===== src/assert_macros.svh =====
// assertion macros used by the rtl datapath
`ifndef ASSERT_MACROS_SVH
`define ASSERT_MACROS_SVH

`ifndef SYNTH
`define ASSERT_CLK(label, clk, rst_n, prop, msg) \
    label: assert property (@(posedge clk) disable iff (!rst_n) prop) else $error(msg);
`else
`define ASSERT_CLK(label, clk, rst_n, prop, msg)
`endif

`ifndef SYNTH
`define ASSERT_NEVER(label, clk, rst_n, cond, msg) \
    label: assert property (@(posedge clk) disable iff (!rst_n) !(cond)) else $error(msg);
`else
`define ASSERT_NEVER(label, clk, rst_n, cond, msg)
`endif

`endif


===== src/mavg_pkg.sv =====
// types and constants of the moving average filter
package mavg_pkg;

    localparam int LEN_REG_W = 6;
    localparam int LEN_RESET = 8;

    typedef enum logic [1:0] {
        S_IDLE,
        S_UPDATE,
        S_DIV
    } t_state;

    typedef struct packed {
        logic accept;
        logic update;
        logic load_out;
    } t_cmd;

    typedef struct packed {
        logic div_done;
        logic out_free;
    } t_status;

endpackage


===== src/mavg_ram.sv =====
// generic single write port ram with registered read
module mavg_ram #(
    parameter int WIDTH = 16,
    parameter int DEPTH = 32
) (
    input  logic                     i_clk,
    input  logic                     i_we,
    input  logic [$clog2(DEPTH)-1:0] i_waddr,
    input  logic [WIDTH-1:0]         i_wdata,
    input  logic                     i_re,
    input  logic [$clog2(DEPTH)-1:0] i_raddr,
    output logic [WIDTH-1:0]         o_rdata
);

    logic [WIDTH-1:0] r_mem [DEPTH];
    logic [WIDTH-1:0] r_rdata;

    always_ff @(posedge i_clk) begin
        if (i_we) begin
            r_mem[i_waddr] <= i_wdata;
        end
        if (i_re) begin
            r_rdata <= r_mem[i_raddr];
        end
    end

    assign o_rdata = r_rdata;

endmodule


===== src/mavg_div.sv =====
// bit-serial restoring divider, signed dividend, unsigned divisor, truncates toward zero
module mavg_div #(
    parameter int SUM_W = 21,
    parameter int LEN_W = 6,
    parameter int OUT_W = 16
) (
    input  logic                    i_clk,
    input  logic                    i_rst_n,
    input  logic                    i_start,
    input  logic signed [SUM_W-1:0] i_dividend,
    input  logic [LEN_W-1:0]        i_divisor,
    output logic                    o_busy,
    output logic                    o_done,
    output logic signed [OUT_W-1:0] o_quotient
);

    localparam int CNT_W = $clog2(SUM_W + 1);

    logic [LEN_W-1:0] r_rem;
    logic [SUM_W-1:0] r_quo;
    logic [LEN_W-1:0] r_div;
    logic             r_neg;
    logic [CNT_W-1:0] r_cnt;
    logic             r_busy;
    logic             r_done;

    logic [LEN_W:0]   rem_sh;
    logic [LEN_W:0]   diff;
    logic             ge;
    logic [SUM_W-1:0] mag;
    logic [SUM_W-1:0] quo_signed;

    // magnitude of the dividend; the most negative sum still fits as unsigned
    assign mag = i_dividend[SUM_W-1] ? SUM_W'(-i_dividend) : SUM_W'(i_dividend);

    assign rem_sh = {r_rem, r_quo[SUM_W-1]};
    assign ge     = rem_sh >= {1'b0, r_div};
    assign diff   = rem_sh - {1'b0, r_div};

    always_ff @(posedge i_clk) begin
        if (!i_rst_n) begin
            r_busy <= 1'b0;
            r_done <= 1'b0;
            r_cnt  <= '0;
        end else if (i_start) begin
            r_busy <= 1'b1;
            r_done <= 1'b0;
            r_cnt  <= CNT_W'(SUM_W);
        end else if (r_busy) begin
            r_cnt <= r_cnt - 1'b1;
            if (r_cnt == CNT_W'(1)) begin
                r_busy <= 1'b0;
                r_done <= 1'b1;
            end
        end
    end

    always_ff @(posedge i_clk) begin
        if (i_start) begin
            r_rem <= '0;
            r_quo <= mag;
            r_div <= i_divisor;
            r_neg <= i_dividend[SUM_W-1];
        end else if (r_busy) begin
            r_rem <= ge ? diff[LEN_W-1:0] : rem_sh[LEN_W-1:0];
            r_quo <= {r_quo[SUM_W-2:0], ge};
        end
    end

    assign quo_signed = r_neg ? SUM_W'(-r_quo) : r_quo;

    assign o_busy     = r_busy;
    assign o_done     = r_done;
    assign o_quotient = OUT_W'(quo_signed);

endmodule


===== src/mavg_dp.sv =====
// datapath: sample store, running sum, window length, divider and result register
`include "assert_macros.svh"

module mavg_dp import mavg_pkg::*; #(
    parameter int MAX_WINDOW   = 32,
    parameter int SAMPLE_WIDTH = 16
) (
    input  logic                           i_clk,
    input  logic                           i_rst_n,
    input  t_cmd                           i_cmd,
    output t_status                        o_status,
    input  logic signed [SAMPLE_WIDTH-1:0] i_sample,
    input  logic                           i_cfg_valid,
    input  logic [LEN_REG_W-1:0]           i_cfg_window_length,
    output logic                           o_average_valid,
    input  logic                           i_average_ready,
    output logic signed [SAMPLE_WIDTH-1:0] o_average
);

    localparam int WP_W   = $clog2(MAX_WINDOW);
    localparam int LEN_W  = $clog2(MAX_WINDOW + 1);
    localparam int POS_W  = $clog2(2 * MAX_WINDOW);
    localparam int SUM_W  = SAMPLE_WIDTH + $clog2(MAX_WINDOW);
    localparam int EXT_W  = (LEN_W > LEN_REG_W) ? LEN_W : LEN_REG_W;
    localparam int LEN_RST = (LEN_RESET > MAX_WINDOW) ? MAX_WINDOW : LEN_RESET;

    logic [LEN_W-1:0]               r_len;
    logic [WP_W-1:0]                r_wp;
    logic signed [SUM_W-1:0]        r_sum;
    logic [MAX_WINDOW-1:0]          r_vld;
    logic                           r_old_vld;
    logic signed [SAMPLE_WIDTH-1:0] r_sample;
    logic                           r_avg_valid;
    logic signed [SAMPLE_WIDTH-1:0] r_avg;

    logic [EXT_W-1:0]               cfg_ext;
    logic [LEN_W-1:0]               cfg_len;
    logic [POS_W-1:0]               pos_raw;
    logic [WP_W-1:0]                old_pos;
    logic [SAMPLE_WIDTH-1:0]        rd_data;
    logic signed [SUM_W-1:0]        old_ext;
    logic signed [SUM_W-1:0]        new_ext;
    logic signed [SUM_W-1:0]        n_sum;
    logic [WP_W-1:0]                n_wp;
    logic                           div_busy;
    logic                           div_done;
    logic signed [SAMPLE_WIDTH-1:0] quotient;

    // zero means one, anything above the store depth saturates
    assign cfg_ext = EXT_W'(i_cfg_window_length);
    always_comb begin
        priority if (cfg_ext == '0) begin
            cfg_len = LEN_W'(1);
        end else if (cfg_ext > EXT_W'(MAX_WINDOW)) begin
            cfg_len = LEN_W'(MAX_WINDOW);
        end else begin
            cfg_len = LEN_W'(cfg_ext);
        end
    end

    // position written window-length items ago, modulo the store depth
    assign pos_raw = POS_W'(r_wp) + POS_W'(MAX_WINDOW) - POS_W'(r_len);
    assign old_pos = (pos_raw >= POS_W'(MAX_WINDOW)) ? WP_W'(pos_raw - POS_W'(MAX_WINDOW))
                                                      : WP_W'(pos_raw);

    assign n_wp = (r_wp == WP_W'(MAX_WINDOW - 1)) ? '0 : r_wp + 1'b1;

    mavg_ram #(
        .WIDTH (SAMPLE_WIDTH),
        .DEPTH (MAX_WINDOW)
    ) u_store (
        .i_clk   (i_clk),
        .i_we    (i_cmd.update),
        .i_waddr (r_wp),
        .i_wdata (r_sample),
        .i_re    (i_cmd.accept),
        .i_raddr (old_pos),
        .o_rdata (rd_data)
    );

    // entries not written since the last clear read as zero
    assign old_ext = r_old_vld ? SUM_W'($signed(rd_data)) : '0;
    assign new_ext = SUM_W'(r_sample);
    assign n_sum   = r_sum - old_ext + new_ext;

    always_ff @(posedge i_clk) begin
        if (!i_rst_n) begin
            r_len <= LEN_W'(LEN_RST);
            r_wp  <= '0;
            r_sum <= '0;
            r_vld <= '0;
        end else if (i_cfg_valid) begin
            r_len <= cfg_len;
            r_wp  <= '0;
            r_sum <= '0;
            r_vld <= '0;
        end else if (i_cmd.update) begin
            r_wp        <= n_wp;
            r_sum       <= n_sum;
            r_vld[r_wp] <= 1'b1;
        end
    end

    always_ff @(posedge i_clk) begin
        if (i_cmd.accept) begin
            r_sample  <= i_sample;
            r_old_vld <= r_vld[old_pos];
        end
    end

    mavg_div #(
        .SUM_W (SUM_W),
        .LEN_W (LEN_W),
        .OUT_W (SAMPLE_WIDTH)
    ) u_div (
        .i_clk      (i_clk),
        .i_rst_n    (i_rst_n),
        .i_start    (i_cmd.update),
        .i_dividend (n_sum),
        .i_divisor  (r_len),
        .o_busy     (div_busy),
        .o_done     (div_done),
        .o_quotient (quotient)
    );

    always_ff @(posedge i_clk) begin
        if (!i_rst_n) begin
            r_avg_valid <= 1'b0;
        end else if (i_cmd.load_out) begin
            r_avg_valid <= 1'b1;
        end else if (i_average_ready) begin
            r_avg_valid <= 1'b0;
        end
    end

    always_ff @(posedge i_clk) begin
        if (i_cmd.load_out) begin
            r_avg <= quotient;
        end
    end

    assign o_status.div_done = div_done;
    assign o_status.out_free = !r_avg_valid || i_average_ready;

    assign o_average_valid = r_avg_valid;
    assign o_average       = r_avg;

    `ASSERT_CLK(a_len_range, i_clk, i_rst_n, (r_len != '0) && (r_len <= LEN_W'(MAX_WINDOW)), "window length out of range")
    `ASSERT_NEVER(a_start_busy, i_clk, i_rst_n, i_cmd.update && div_busy, "divider started while busy")
    `ASSERT_CLK(a_update_after_read, i_clk, i_rst_n, i_cmd.update |-> $past(i_cmd.accept), "update without store read")
    `ASSERT_CLK(a_load_done, i_clk, i_rst_n, i_cmd.load_out |-> (div_done && !div_busy), "result loaded before divide finished")

endmodule


===== src/mavg_ctrl.sv =====
// controller: sequences read, update, divide and result load for one item
module mavg_ctrl import mavg_pkg::*; (
    input  logic    i_clk,
    input  logic    i_rst_n,
    input  logic    i_sample_valid,
    output logic    o_sample_ready,
    input  t_status i_status,
    output t_cmd    o_cmd
);

    t_state r_state;
    t_state n_state;

    always_ff @(posedge i_clk) begin
        if (!i_rst_n) begin
            r_state <= S_IDLE;
        end else begin
            r_state <= n_state;
        end
    end

    always_comb begin
        unique case (r_state)
            S_IDLE: begin
                n_state = i_sample_valid ? S_UPDATE : S_IDLE;
            end
            S_UPDATE: begin
                n_state = S_DIV;
            end
            S_DIV: begin
                // hold the quotient until the result register can take it
                n_state = (i_status.div_done && i_status.out_free) ? S_IDLE : S_DIV;
            end
            default: begin
                n_state = S_IDLE;
            end
        endcase
    end

    always_comb begin
        o_cmd          = '0;
        o_sample_ready = 1'b0;
        unique case (r_state)
            S_IDLE: begin
                o_sample_ready = 1'b1;
                o_cmd.accept   = i_sample_valid;
            end
            S_UPDATE: begin
                o_cmd.update = 1'b1;
            end
            S_DIV: begin
                o_cmd.load_out = i_status.div_done && i_status.out_free;
            end
            default: begin
                o_cmd = '0;
            end
        endcase
    end

endmodule


===== src/moving_average_filter.sv =====
// Moving average filter: each sample item yields one average item, the running sum of the
// newest window_length samples divided by the window length and truncated toward zero.
// Each item runs through the states idle (sample accepted, oldest entry read), update (sum
// and store written, divider started) and divide, where the result is loaded once the divider
// is done; no new sample is taken before that. SUM_W, SAMPLE_WIDTH + clog2(MAX_WINDOW), sets
// the divide length: the restoring divider produces one quotient bit per cycle. The next sample
// is taken in the cycle after the result is loaded, even if it has not yet been taken; while
// that result still waits, the following quotient is held and further samples stall.
// A window_length of zero acts as one and values above MAX_WINDOW saturate. Writing the
// register (accepted in any cycle, to be done only while idle) clears the store, the sum and
// the write pointer at once; per-entry valid bits stand in for a clearing pass.
module moving_average_filter import mavg_pkg::*; #(
    parameter int MAX_WINDOW   = 32,
    parameter int SAMPLE_WIDTH = 16
) (
    input  logic                           i_clk,
    input  logic                           i_rst_n,
    input  logic                           i_sample_valid,
    output logic                           o_sample_ready,
    input  logic signed [SAMPLE_WIDTH-1:0] i_sample,
    output logic                           o_average_valid,
    input  logic                           i_average_ready,
    output logic signed [SAMPLE_WIDTH-1:0] o_average,
    input  logic                           i_cfg_valid,
    output logic                           o_cfg_ready,
    input  logic [LEN_REG_W-1:0]           i_cfg_window_length
);

    t_cmd    cmd;
    t_status status;

    assign o_cfg_ready = 1'b1;

    mavg_ctrl u_ctrl (
        .i_clk          (i_clk),
        .i_rst_n        (i_rst_n),
        .i_sample_valid (i_sample_valid),
        .o_sample_ready (o_sample_ready),
        .i_status       (status),
        .o_cmd          (cmd)
    );

    mavg_dp #(
        .MAX_WINDOW   (MAX_WINDOW),
        .SAMPLE_WIDTH (SAMPLE_WIDTH)
    ) u_dp (
        .i_clk               (i_clk),
        .i_rst_n             (i_rst_n),
        .i_cmd               (cmd),
        .o_status            (status),
        .i_sample            (i_sample),
        .i_cfg_valid         (i_cfg_valid),
        .i_cfg_window_length (i_cfg_window_length),
        .o_average_valid     (o_average_valid),
        .i_average_ready     (i_average_ready),
        .o_average           (o_average)
    );

endmodule


===== config.mk =====
export PLATFORM = sky130hd
export DESIGN_NAME = moving_average_filter
export DESIGN_NICKNAME = d
export VERILOG_FILES = /design/src/mavg_pkg.sv /design/src/mavg_ram.sv /design/src/mavg_div.sv /design/src/mavg_dp.sv /design/src/mavg_ctrl.sv /design/src/moving_average_filter.sv
export VERILOG_INCLUDE_DIRS = /design/src /design/src/src
export SDC_FILE = /design/constraint.sdc
export NUM_CORES = 1
export LEC_CHECK = 0
export BUFFER_PORTS_ARGS = -buffer_cell sky130_fd_sc_hd__buf_2
export CORE_AREA = 5 5 224 226
export CTS_BUF_LIST = sky130_fd_sc_hd__clkbuf_8
export DETAILED_ROUTE_END_ITERATION = 6
export DIE_AREA = 0 0 229 231
export GPL_TIMING_DRIVEN = 1
export PLACE_DENSITY = 0.74
export SYNTH_ARGS = -nofsm -noshare
export SYNTH_HDL_FRONTEND = slang
export SYNTH_SLANG_ARGS = --single-unit

===== constraint.sdc =====
create_clock -name i_clk -period 4.7 [get_ports i_clk]
set_input_delay 0.94 -clock i_clk [delete_from_list [all_inputs] [get_ports i_clk]]
set_output_delay 0.94 -clock i_clk [all_outputs]
set_load 0.03 [all_outputs]

==> flow_summary.ini, run 1 <==
[place]
globalplace.congestion = 0.826
dp_hpwl_um = 38200
place_inst = 2363
portBuffers = 44

[route]
finalWirelength_um = 61700
vias_per_cell = 6.04
wl_per_cell_um = 24.2
topRoutingLayerUsed = met4
vias = 15400
drt_iter0_drc = 1599
ant_nets = 0
wl_met1_um = 24500
wl_met2_um = 29900
wl_met3_um = 5470
drc = 0
first_pass_iters = 5

[grt]
grt_pass1_wl_um = 94700
grt_max_degree = 73
antenna_found_initial = 0
grt_pass1_vias = 15600
grt.total_usage_pct = 23.8
overflow = 0

[synthesis]
yosysTopAreaCellShare_pct = 62.4
synthArstFlopShare_pct = 0
avgSynthCellArea_um2 = 16.7
yosysSeqAreaShare_pct = 68.0
synth_edf_count = 589
ys_ff_latch = 669
yosys-top-cells-area = edfxtp_1, mux4_2, dfxtp_1, nor2_1, ha_1
synth_ff_type = edfxtp_1
synth_cell_types = 72
synthCells = 1698
yosys.area.top_type = edfxtp_1
ys_warn_count = 0
syn_nets = 1788
netlist_area_um2 = 28300

[floorplan]
start_util_pct = 58.9
rows = 81
fp.dieH_um = 231
core_area_um2 = 48100
dieArea_um2 = 52900
die_x_um = 229
pin_count = 46

[timing]
min_period_over_period_pct = 95.8
clock.fmax_mhz = 222
fin_hold_ws_ns = 0.428
rsz0062_at_grt = false
fin_setup_tns_ns = 0
setup_viol = 0
min_period_ns = 4.50
final_max_slew_viol_count = 0
hold_viol = 0
clock-skew-final_ns = 0.0361
slew_headroom_pct = 20.4
tightest_slew_ns = 1.19

[power_and_ir_drop]
clockPowerShare_pct = 32.9
pwr-share-seq_pct = 50.7
p_sw_w = 0.00353
leakagePower_nw = 10.9
switching_share_pct = 26.6
power_density_nw_per_um2 = 420
ir_drop_v = 0.000297
combinationalPowerShare_pct = 16.5
p_int_w = 0.00977

[critical_path]
crit_type = register to register
arrival_ns = 5.05
worst_path_most_repeated_cell = or4_1
setup.worst_path.end_class = register
path_cells = and2_1 > fa_1 > inv_1 > ha_1 > a21o_1 > a21oi_1 > o2111a_1 > o31a_1 > o21a_1 > o211ai_1 > or4_1 > or4_1 > nand3_1
cp_slowest_cell = edfxtp_1
crit_fanout = 16
slowest_delay_ns = 0.59
start_kind = register
cp.required_ns = 5.25

[clock_tree]
post_cts_buffers = 0
clkSlewWorstSetupHoldPaths_ns = 0.06
tritoncts = done
postCtsHoldBufs = 0
clkLatencyLatePin_ns = 0.70
cts.htree.levels = 3
cts.repair.resized = 0
numCtsBuffers = 103
cts_sinks = 669
clockBufferDepth = 3
cts-root-buf = clkbuf_8

[cells_and_area]
syn2layout_area_growth_pct = 11.7
diodes = 0
drive_gt1_share_pct = 25.3
fillers = 3139
nNetsFinal = 1936
stdcell_count = 2549

[status]
status = complete, no violations

[job]
maxCapViolCount = 0

[worst_hold_path]
min_path_type = input port to register
layout make-up:
class	instances	area (µm²)	share of cell area, %
Clock buffer	109	1500	4.74
Sequential cell	669	19300	60.9
Inverter	105	394	1.24
Tap cell	622	778	2.46
Clock inverter	77	357	1.13
Multi-Input combinational cell	848	8500	26.8
Timing Repair Buffer	119	858	2.71
layout by cell type, fill, tap and decap left out, types with 26 or more instances in the layout:
cell      synthesis  layout
dfxtp_1          80      80
nand2_1          85      85
buf_2             8      44
nor2_2            0      32
clkinv_1          0      26
o21ai_0          46      46
inv_1           105     141
buf_4             3      69
xnor2_1          37      34
mux4_2          170     170
nor2_1          148     116
clkbuf_8          0     109
edfxtp_1        589     589
ha_1             41      40
a21oi_1          48      48
stage by stage:
stage | setup slack [ns] | util, % | area (µm²) | total power [W]
finish | 0.199 | 65.8 | 31700 | 0.0133
global route | 0.00268 | 65.8 | 31700 | 0.0140
CTS | 0.219 | 65.8 | 31700 | 0.0134
detailed placement | 0.226 | 61.9 | 29800 | 0.00905
global placement | 0.382 | 61.9 | 29800 | 0.00901
floorplan | 0.503 | - | 28300 | 0.00845
cells in the mapped netlist (10+ instances only):
master / number
ha_1: 41
o21ai_0: 46
dfxtp_1: 80
xor2_1: 16
mux2_2: 17
clkbuf_1: 52
and2_1: 25
xnor2_1: 37
inv_1: 105
edfxtp_1: 589
nor2_1: 148
o31ai_1: 10
a21oi_1: 48
buf_1: 12
nand2_1: 85
nor3_1: 13
mux4_2: 170
nand2b_1: 15
a211oi_1: 14
nand3_1: 12
fa_1: 22
cell families (layout without fill, tap and decap cells):
family,Yosys count,count (layout),synth area share [%]
flops,669,669,68.0
fa+ha+maj,63,63,3.36
simple gates,359,359,5.96
other cells,1,1,0.0132
mux,193,193,14.4
compound gates,179,179,4.11
xor+xnor,53,53,1.64
buf+inv,181,410,2.48
state kept, by name, indices dropped and copies added, names as in the netlist, 2 cells and up:
register,count
u_dp.u_store.o_rdata,16
u_dp.r_wp,5
u_dp.u_div.r_div,6
u_dp.o_average,16
u_dp.r_sample,16
u_dp.u_div.r_cnt,5
u_dp.u_div.r_rem,6
u_dp.u_store.r_mem,512
u_dp.u_div.r_quo,21
u_dp.r_vld,32
u_dp.r_sum,21
u_dp.r_len,6
u_ctrl.r_state,2
power groups by stage:
stage | Clock [W] | Sequential (W) | Combinational (W)
CTS | 0.00447 | 0.00674 | 0.00221
floorplan | 0 | 0.00686 | 0.00159
detailed placement | 0 | 0.00686 | 0.00220
global route | 0.00478 | 0.00675 | 0.00243
global placement | 0 | 0.00685 | 0.00216
finish | 0.00437 | 0.00674 | 0.00219
critical path: cells and delay by family, from the launching register on:
| family | cells | cell delay (ns) |
|---|---|---|
| AO/OA/AOI/OAI | 6 | 1.44 |
| AND/OR/NAND/NOR | 4 | 1.43 |
| adder cells (fa/ha/maj) | 2 | 0.82 |
| buffers and inverters | 1 | 0.06 |
| flip-flops | 1 | 0.59 |
path summary, 6_finish.rpt:
path              slack (ns)  depth (start not counted)                    to           start
setup / recovery        0.20                         13  u_dp.u_div.r_quo[19]  u_dp.r_old_vld
hold reg to reg         0.43                          0   u_dp.u_div.r_div[5]   u_dp.r_len[5]
setup reg to reg        0.20                         13  u_dp.u_div.r_quo[19]  u_dp.r_old_vld
hold / removal          0.43                          1     u_dp.r_sample[10]    i_sample[10]
metal layers:
| metal | global-route usage [%] | vias up |
|---|---|---|
| met1 | 32.9 | 7774 |
| met2 | 38.5 | 672 |
| met5 | 0 | - |
| met3 | 5.08 | 106 |
| met4 | 8.12 | 0 |
| li1 | - | 6853 |
Power figures use the tool's default switching activity.
==> run 2, diff against run 1 <==
- CTS_CLUSTER_SIZE: unset -> 8
- clock period: 4.7 -> 5.6 ns (I/O delays scaled with it)
==> run 2 against run 1 <==
  * Clock skew rose by 0.014 ns
  * Fmax shrank 1.5%
  * Hold slack improved by 0.011 ns
  * Clock power decreased by 15%
  * First-iteration DRC count grew 17%
  * Combinational power down 16%
  * Largest power group unchanged
==> flow_summary.ini, run 2 (synthesis results as in run 1) <==
[status]
status = complete, no violations

[clock_tree]
clockBufferDepth = 3
postCtsHoldBufs = 0
cts-root-buf = clkbuf_8
post_cts_buffers = 0
cts.repair.resized = 0
clkLatencyLatePin_ns = 0.72
cts.htree.levels = 3
cts_sinks = 669
numCtsBuffers = 104
clkSlewWorstSetupHoldPaths_ns = 0.07
tritoncts = done

[grt]
overflow = 0
antenna_found_initial = 3
grt_pass1_wl_um = 95200
grt.total_usage_pct = 24.1
grt_pass1_vias = 15500
grt_max_degree = 73

[route]
wl_met3_um = 4920
wl_per_cell_um = 25.0
vias = 15500
topRoutingLayerUsed = met5
ant_nets = 0
first_pass_iters = 6
vias_per_cell = 6.14
wl_met1_um = 25500
drc = 0
wl_met2_um = 30900
drt_iter0_drc = 1871
finalWirelength_um = 62900

[floorplan]
dieArea_um2 = 52900
die_x_um = 229
rows = 81
start_util_pct = 58.9
pin_count = 46
fp.dieH_um = 231
core_area_um2 = 48100

[cells_and_area]
post-route-util_pct = 65.5
final_cell_mix = edfxtp_1, mux4_2, inv_1, nor2_1, clkbuf_8
final_common_cell = edfxtp_1
syn2layout_area_growth_pct = 11.2
reg_top3 = u_dp.u_store.r_mem x512, u_dp.r_vld x32
stdcell_count = 2519
regArea_um2 = 19300
multiInputGateArea_um2 = 8540
drive_gt1_share_pct = 24.4
nNetsFinal = 1916
regMostFlops = u_dp.u_store.r_mem
fillers = 3253
largest_register_ff_count = 512

[power_and_ir_drop]
leakagePower_nw = 10.8
clockPowerShare_pct = 33.2
p_sw_w = 0.00299
power_w = 0.0112
ir_drop_v = 0.000235
pwr-share-seq_pct = 50.3
switching_share_pct = 26.7
p_int_w = 0.00823
power_density_nw_per_um2 = 356
combinationalPowerShare_pct = 16.4

[place]
portBuffers = 44
dp_hpwl_um = 37000
place_inst = 2342
globalplace.congestion = 0.897

[critical_path]
reg2reg_from = u_dp.r_old_vld
cp_slowest_cell = edfxtp_1
cp.required_ns = 6.14
start_kind = register
crit_type = register to register
arrival_ns = 5.11
critPathTopFamily = simple AND/OR/NAND/NOR gates
path_cells = and2_1 > fa_1 > inv_1 > ha_1 > and2_2 > nand4_1 > o2111a_1 > o32ai_1 > xnor2_1 > inv_1 > or4_1 > or4_1 > nand3_1
setup.worst_path.end_class = register
worst-path-buf-inv = 2
r2r_cells = 13
crit_fanout = 16
ff2ff_setup_slack_ns = 1.03
slowest_delay_ns = 0.61
r2r_end = u_dp.u_div.r_quo[19]

[timing]
final_max_slew_viol_count = 0
slew_headroom_pct = 31.6
min_period_ns = 4.57
clock-skew-final_ns = 0.0497
fin_setup_tns_ns = 0
rsz0062_at_grt = false
hold_viol = 0
min_period_over_period_pct = 81.6
clock.fmax_mhz = 219
fin_hold_ws_ns = 0.439
tightest_slew_ns = 1.03
setup_viol = 0

[worst_hold_path]
worstHoldPathCells = 0
min-delay-start = u_dp.r_len[3]
worstHoldEndpoint = u_dp.u_div.r_div[3]
min_path_type = register to register

[job]
maxCapViolCount = 0
## run 2: cell types whose count changed in the layout (fill, tap and decap cells not counted), sizes merged
| cell | previous run | this run |
|---|---|---|
| clkinv | 34 | 12 |
| buf | 119 | 98 |
| inv | 144 | 156 |
| clkinvlp | 3 | 1 |
| bufinv | 1 | 2 |
| clkbuf | 109 | 110 |
| diode | 0 | 1 |
## run 2: layout make-up
cell class / instances / area share (%)
Multi-Input combinational cell: 848 / 27.1
Timing Repair Buffer: 98 / 2.10
Tap cell: 622 / 2.47
Sequential cell: 669 / 61.2
Inverter: 105 / 1.25
Antenna cell: 1 / 0.00794
Clock buffer: 110 / 4.80
Clock inverter: 66 / 1.11
## run 2: worst max path at each step
stage                                 start                   end  slack (ns)  depth (start not counted)
final                        u_dp.r_old_vld  u_dp.u_div.r_quo[19]        1.03                         13
after global routing      u_dp.r_sample[11]  u_dp.u_div.r_quo[16]        0.72                         15
after CTS                    u_dp.r_old_vld  u_dp.u_div.r_quo[19]        1.05                         13
after detailed placement     u_dp.r_old_vld   u_dp.u_div.r_quo[3]        1.11                         12
after global placement       u_dp.r_old_vld  u_dp.u_div.r_quo[19]        1.16                         13
after floorplan           u_dp.r_sample[15]  u_dp.u_div.r_quo[19]        1.40                         12
## run 2: through the flow
step,worst slack [ns],area [µm²]
CTS,1.05,31500
global route,0.719,31500
detailed placement,1.11,29700
global placement,1.16,29700
floorplan,1.40,28300
finish,1.03,31500
## run 2: layer usage
layer,vias to the layer above,global-route usage [%]
li1,6795,-
met1,7836,33.8
met2,712,39.3
met3,125,4.73
met4,2,7.05
met5,-,0
## run 2: power groups by stage
stage	combinational [W]	clock, W	sequential [W]
after floorplan	0.00134	0	0.00576
after global placement	0.00179	0	0.00574
after detailed placement	0.00183	0	0.00575
after CTS	0.00184	0.00380	0.00565
after global routing	0.00203	0.00403	0.00565
final	0.00184	0.00373	0.00565
==> run 3, diff against run 2 <==
- CORE_AREA: 5 5 224 226 -> 5 5 226 228
- DIE_AREA: 0 0 229 231 -> 0 0 231 233
- PLACE_DENSITY: 0.74 -> 0.76
- clock period: 5.6 -> 4.15 ns (I/O delays scaled with it)
==> run 3 against run 2 <==
  * Global-route usage shrank 0.70 points
  * Sequential power grew 35%
  * Combinational power is 53% higher
  * Hold slack worse by 0.12 ns
  * Sequential share of layout area is 1.1 points lower
  * Design area increased by 1.9%
  * Critical path type unchanged
  * Critical endpoint unchanged
  * Highest routed layer is now met4
==> flow_summary.ini, run 3 (synthesis results as in run 1) <==
[clock_tree]
tritoncts = done
cts.htree.levels = 3
clkLatencyLatePin_ns = 0.70
cts_sinks = 669
cts-root-buf = clkbuf_8
clockBufferDepth = 3
numCtsBuffers = 104
postCtsHoldBufs = 0
clkSlewWorstSetupHoldPaths_ns = 0.06

[timing]
tightest_slew_ns = 1.31
hold_viol = 0
final_max_slew_viol_count = 0
min_period_over_period_pct = 97.5
rsz0062_at_grt = true
fin_ws_ns = 0.104
min_period_ns = 4.05
slew_headroom_pct = 12.4
clock-skew-final_ns = 0.0449
clock.fmax_mhz = 247
setup_viol = 0

[route]
finalWirelength_um = 62000
first_pass_iters = 5
vias_per_cell = 6.04
wl_per_cell_um = 24.1
vias = 15500
drt_iter0_drc = 1358
drc = 0
ant_nets = 0

[critical_path]
slowest_delay_ns = 0.55
start_kind = register
arrival_ns = 4.58
cp.required_ns = 4.69
crit_type = register to register
cp_slowest_cell = or4_4
worst-path-buf-inv = 0
critPathTopFamily = simple AND/OR/NAND/NOR gates
path_cells = and2_1 > fa_1 > fa_2 > and2b_2 > o221ai_2 > a21o_1 > o21ai_2 > and3_4 > o211ai_1 > or4_4 > or4_1 > nand3_1
setup.worst_path.end_class = register
crit_fanout = 7

[power_and_ir_drop]
power_density_nw_per_um2 = 476
leakagePower_nw = 11.1
ir_drop_v = 0.000279

[place]
portBuffers = 44
dp_hpwl_um = 38000
globalplace.congestion = 0.850
placed_cell_area_um2 = 30000
pre_cts_ws_ns = -0.0573
place_inst = 2386

[cells_and_area]
drive_gt1_share_pct = 28.8
reg_top3 = u_dp.u_store.r_mem x512, u_dp.r_vld x32
post-route-util_pct = 66.0
final_common_cell = edfxtp_1
finalInstanceArea_um2 = 32100
largest_register_ff_count = 512
nNetsFinal = 1974
regMostFlops = u_dp.u_store.r_mem
final_cell_mix = edfxtp_1, mux4_2, inv_1, nor2_1, clkbuf_8
stdcell_count = 2576
syn2layout_area_growth_pct = 13.3

[grt]
grt_max_degree = 73
grt_pass1_vias = 15800
grt.total_usage_pct = 23.4
overflow = 0
antenna_found_initial = 1
grt_pass1_wl_um = 94500

[floorplan]
core_area_um2 = 48600
fp.dieH_um = 233
start_util_pct = 58.3
pin_count = 46
dieArea_um2 = 53800
die_x_um = 231
rows = 81

[job]
maxCapViolCount = 0

[status]
status = complete, no violations

[worst_hold_path]
min_path_type = input port to register
## run 3: cell types whose count changed in the layout (fill, tap and decap cells not counted), sizes merged
cell and change:
buf +58, bufinv -2, clkbuf +3, clkinv +4
clkinvlp +3, inv -9
## run 3: repair_timing
action / 4_1_cts / 5_1_grt
setup buffers: 2 / 12
pin swaps: 0 / 15
gates resized for setup: 1 / 49
cloned: 0 / 0
endpoints found under the setup margin: 2 / 17
endpoints found under the hold margin: 0 / 0
## run 3: layout make-up
class | instances | area, µm²
multi-input cells | 848 | 8680
inverters | 105 | 394
clock buffers | 113 | 1560
fillers | 3225 | 16500
diodes | 1 | 2.50
clock inverters | 62 | 254
flip-flops and latches | 669 | 19300
repair buffers | 156 | 1170
well taps | 622 | 778
## run 3: through the flow
stage          hold WS, ns  setup TNS (ns)  total power (W)
2_1_floorplan        0.408               0          0.00957
3_3_place_gp         0.415               0           0.0103
3_5_place_dp         0.423         -0.0691           0.0104
4_1_cts              0.263               0           0.0152
5_1_grt              0.299          -0.126           0.0160
6_report             0.324               0           0.0153
## run 3: report_power, final
part | total, W | leakage, nW | internal [W] | switching [W]
Sequential | 0.00763 | 5.98 | 0.00752 | 0.000106
Combinational | 0.00281 | 4.04 | 0.00127 | 0.00154
Clock | 0.00485 | 1.07 | 0.00247 | 0.00239
## run 3: routing by layer
| layer | global-route usage, % | wire [µm] | up-vias | part of all wire, % |
|---|---|---|---|---|
| met4 | 8.02 | 1890 | 0 | 3.0 |
| met3 | 4.98 | 5190 | 111 | 8.4 |
| met2 | 37.8 | 30300 | 692 | 49 |
| li1 | - | - | 6911 | - |
| met5 | 0 | 0 | - | 0 |
| met1 | 32.2 | 24700 | 7835 | 40 |
## run 3: path summary, 6_finish.rpt
kind / start / to / slack (ns) / depth (start not counted)
max: u_dp.r_old_vld / u_dp.u_div.r_quo[19] / 0.10 / 12
min: i_sample[15] / u_dp.r_sample[15] / 0.32 / 1
max reg2reg: u_dp.r_old_vld / u_dp.u_div.r_quo[19] / 0.10 / 12
min reg2reg: u_dp.r_len[1] / u_dp.u_div.r_div[1] / 0.44 / 0
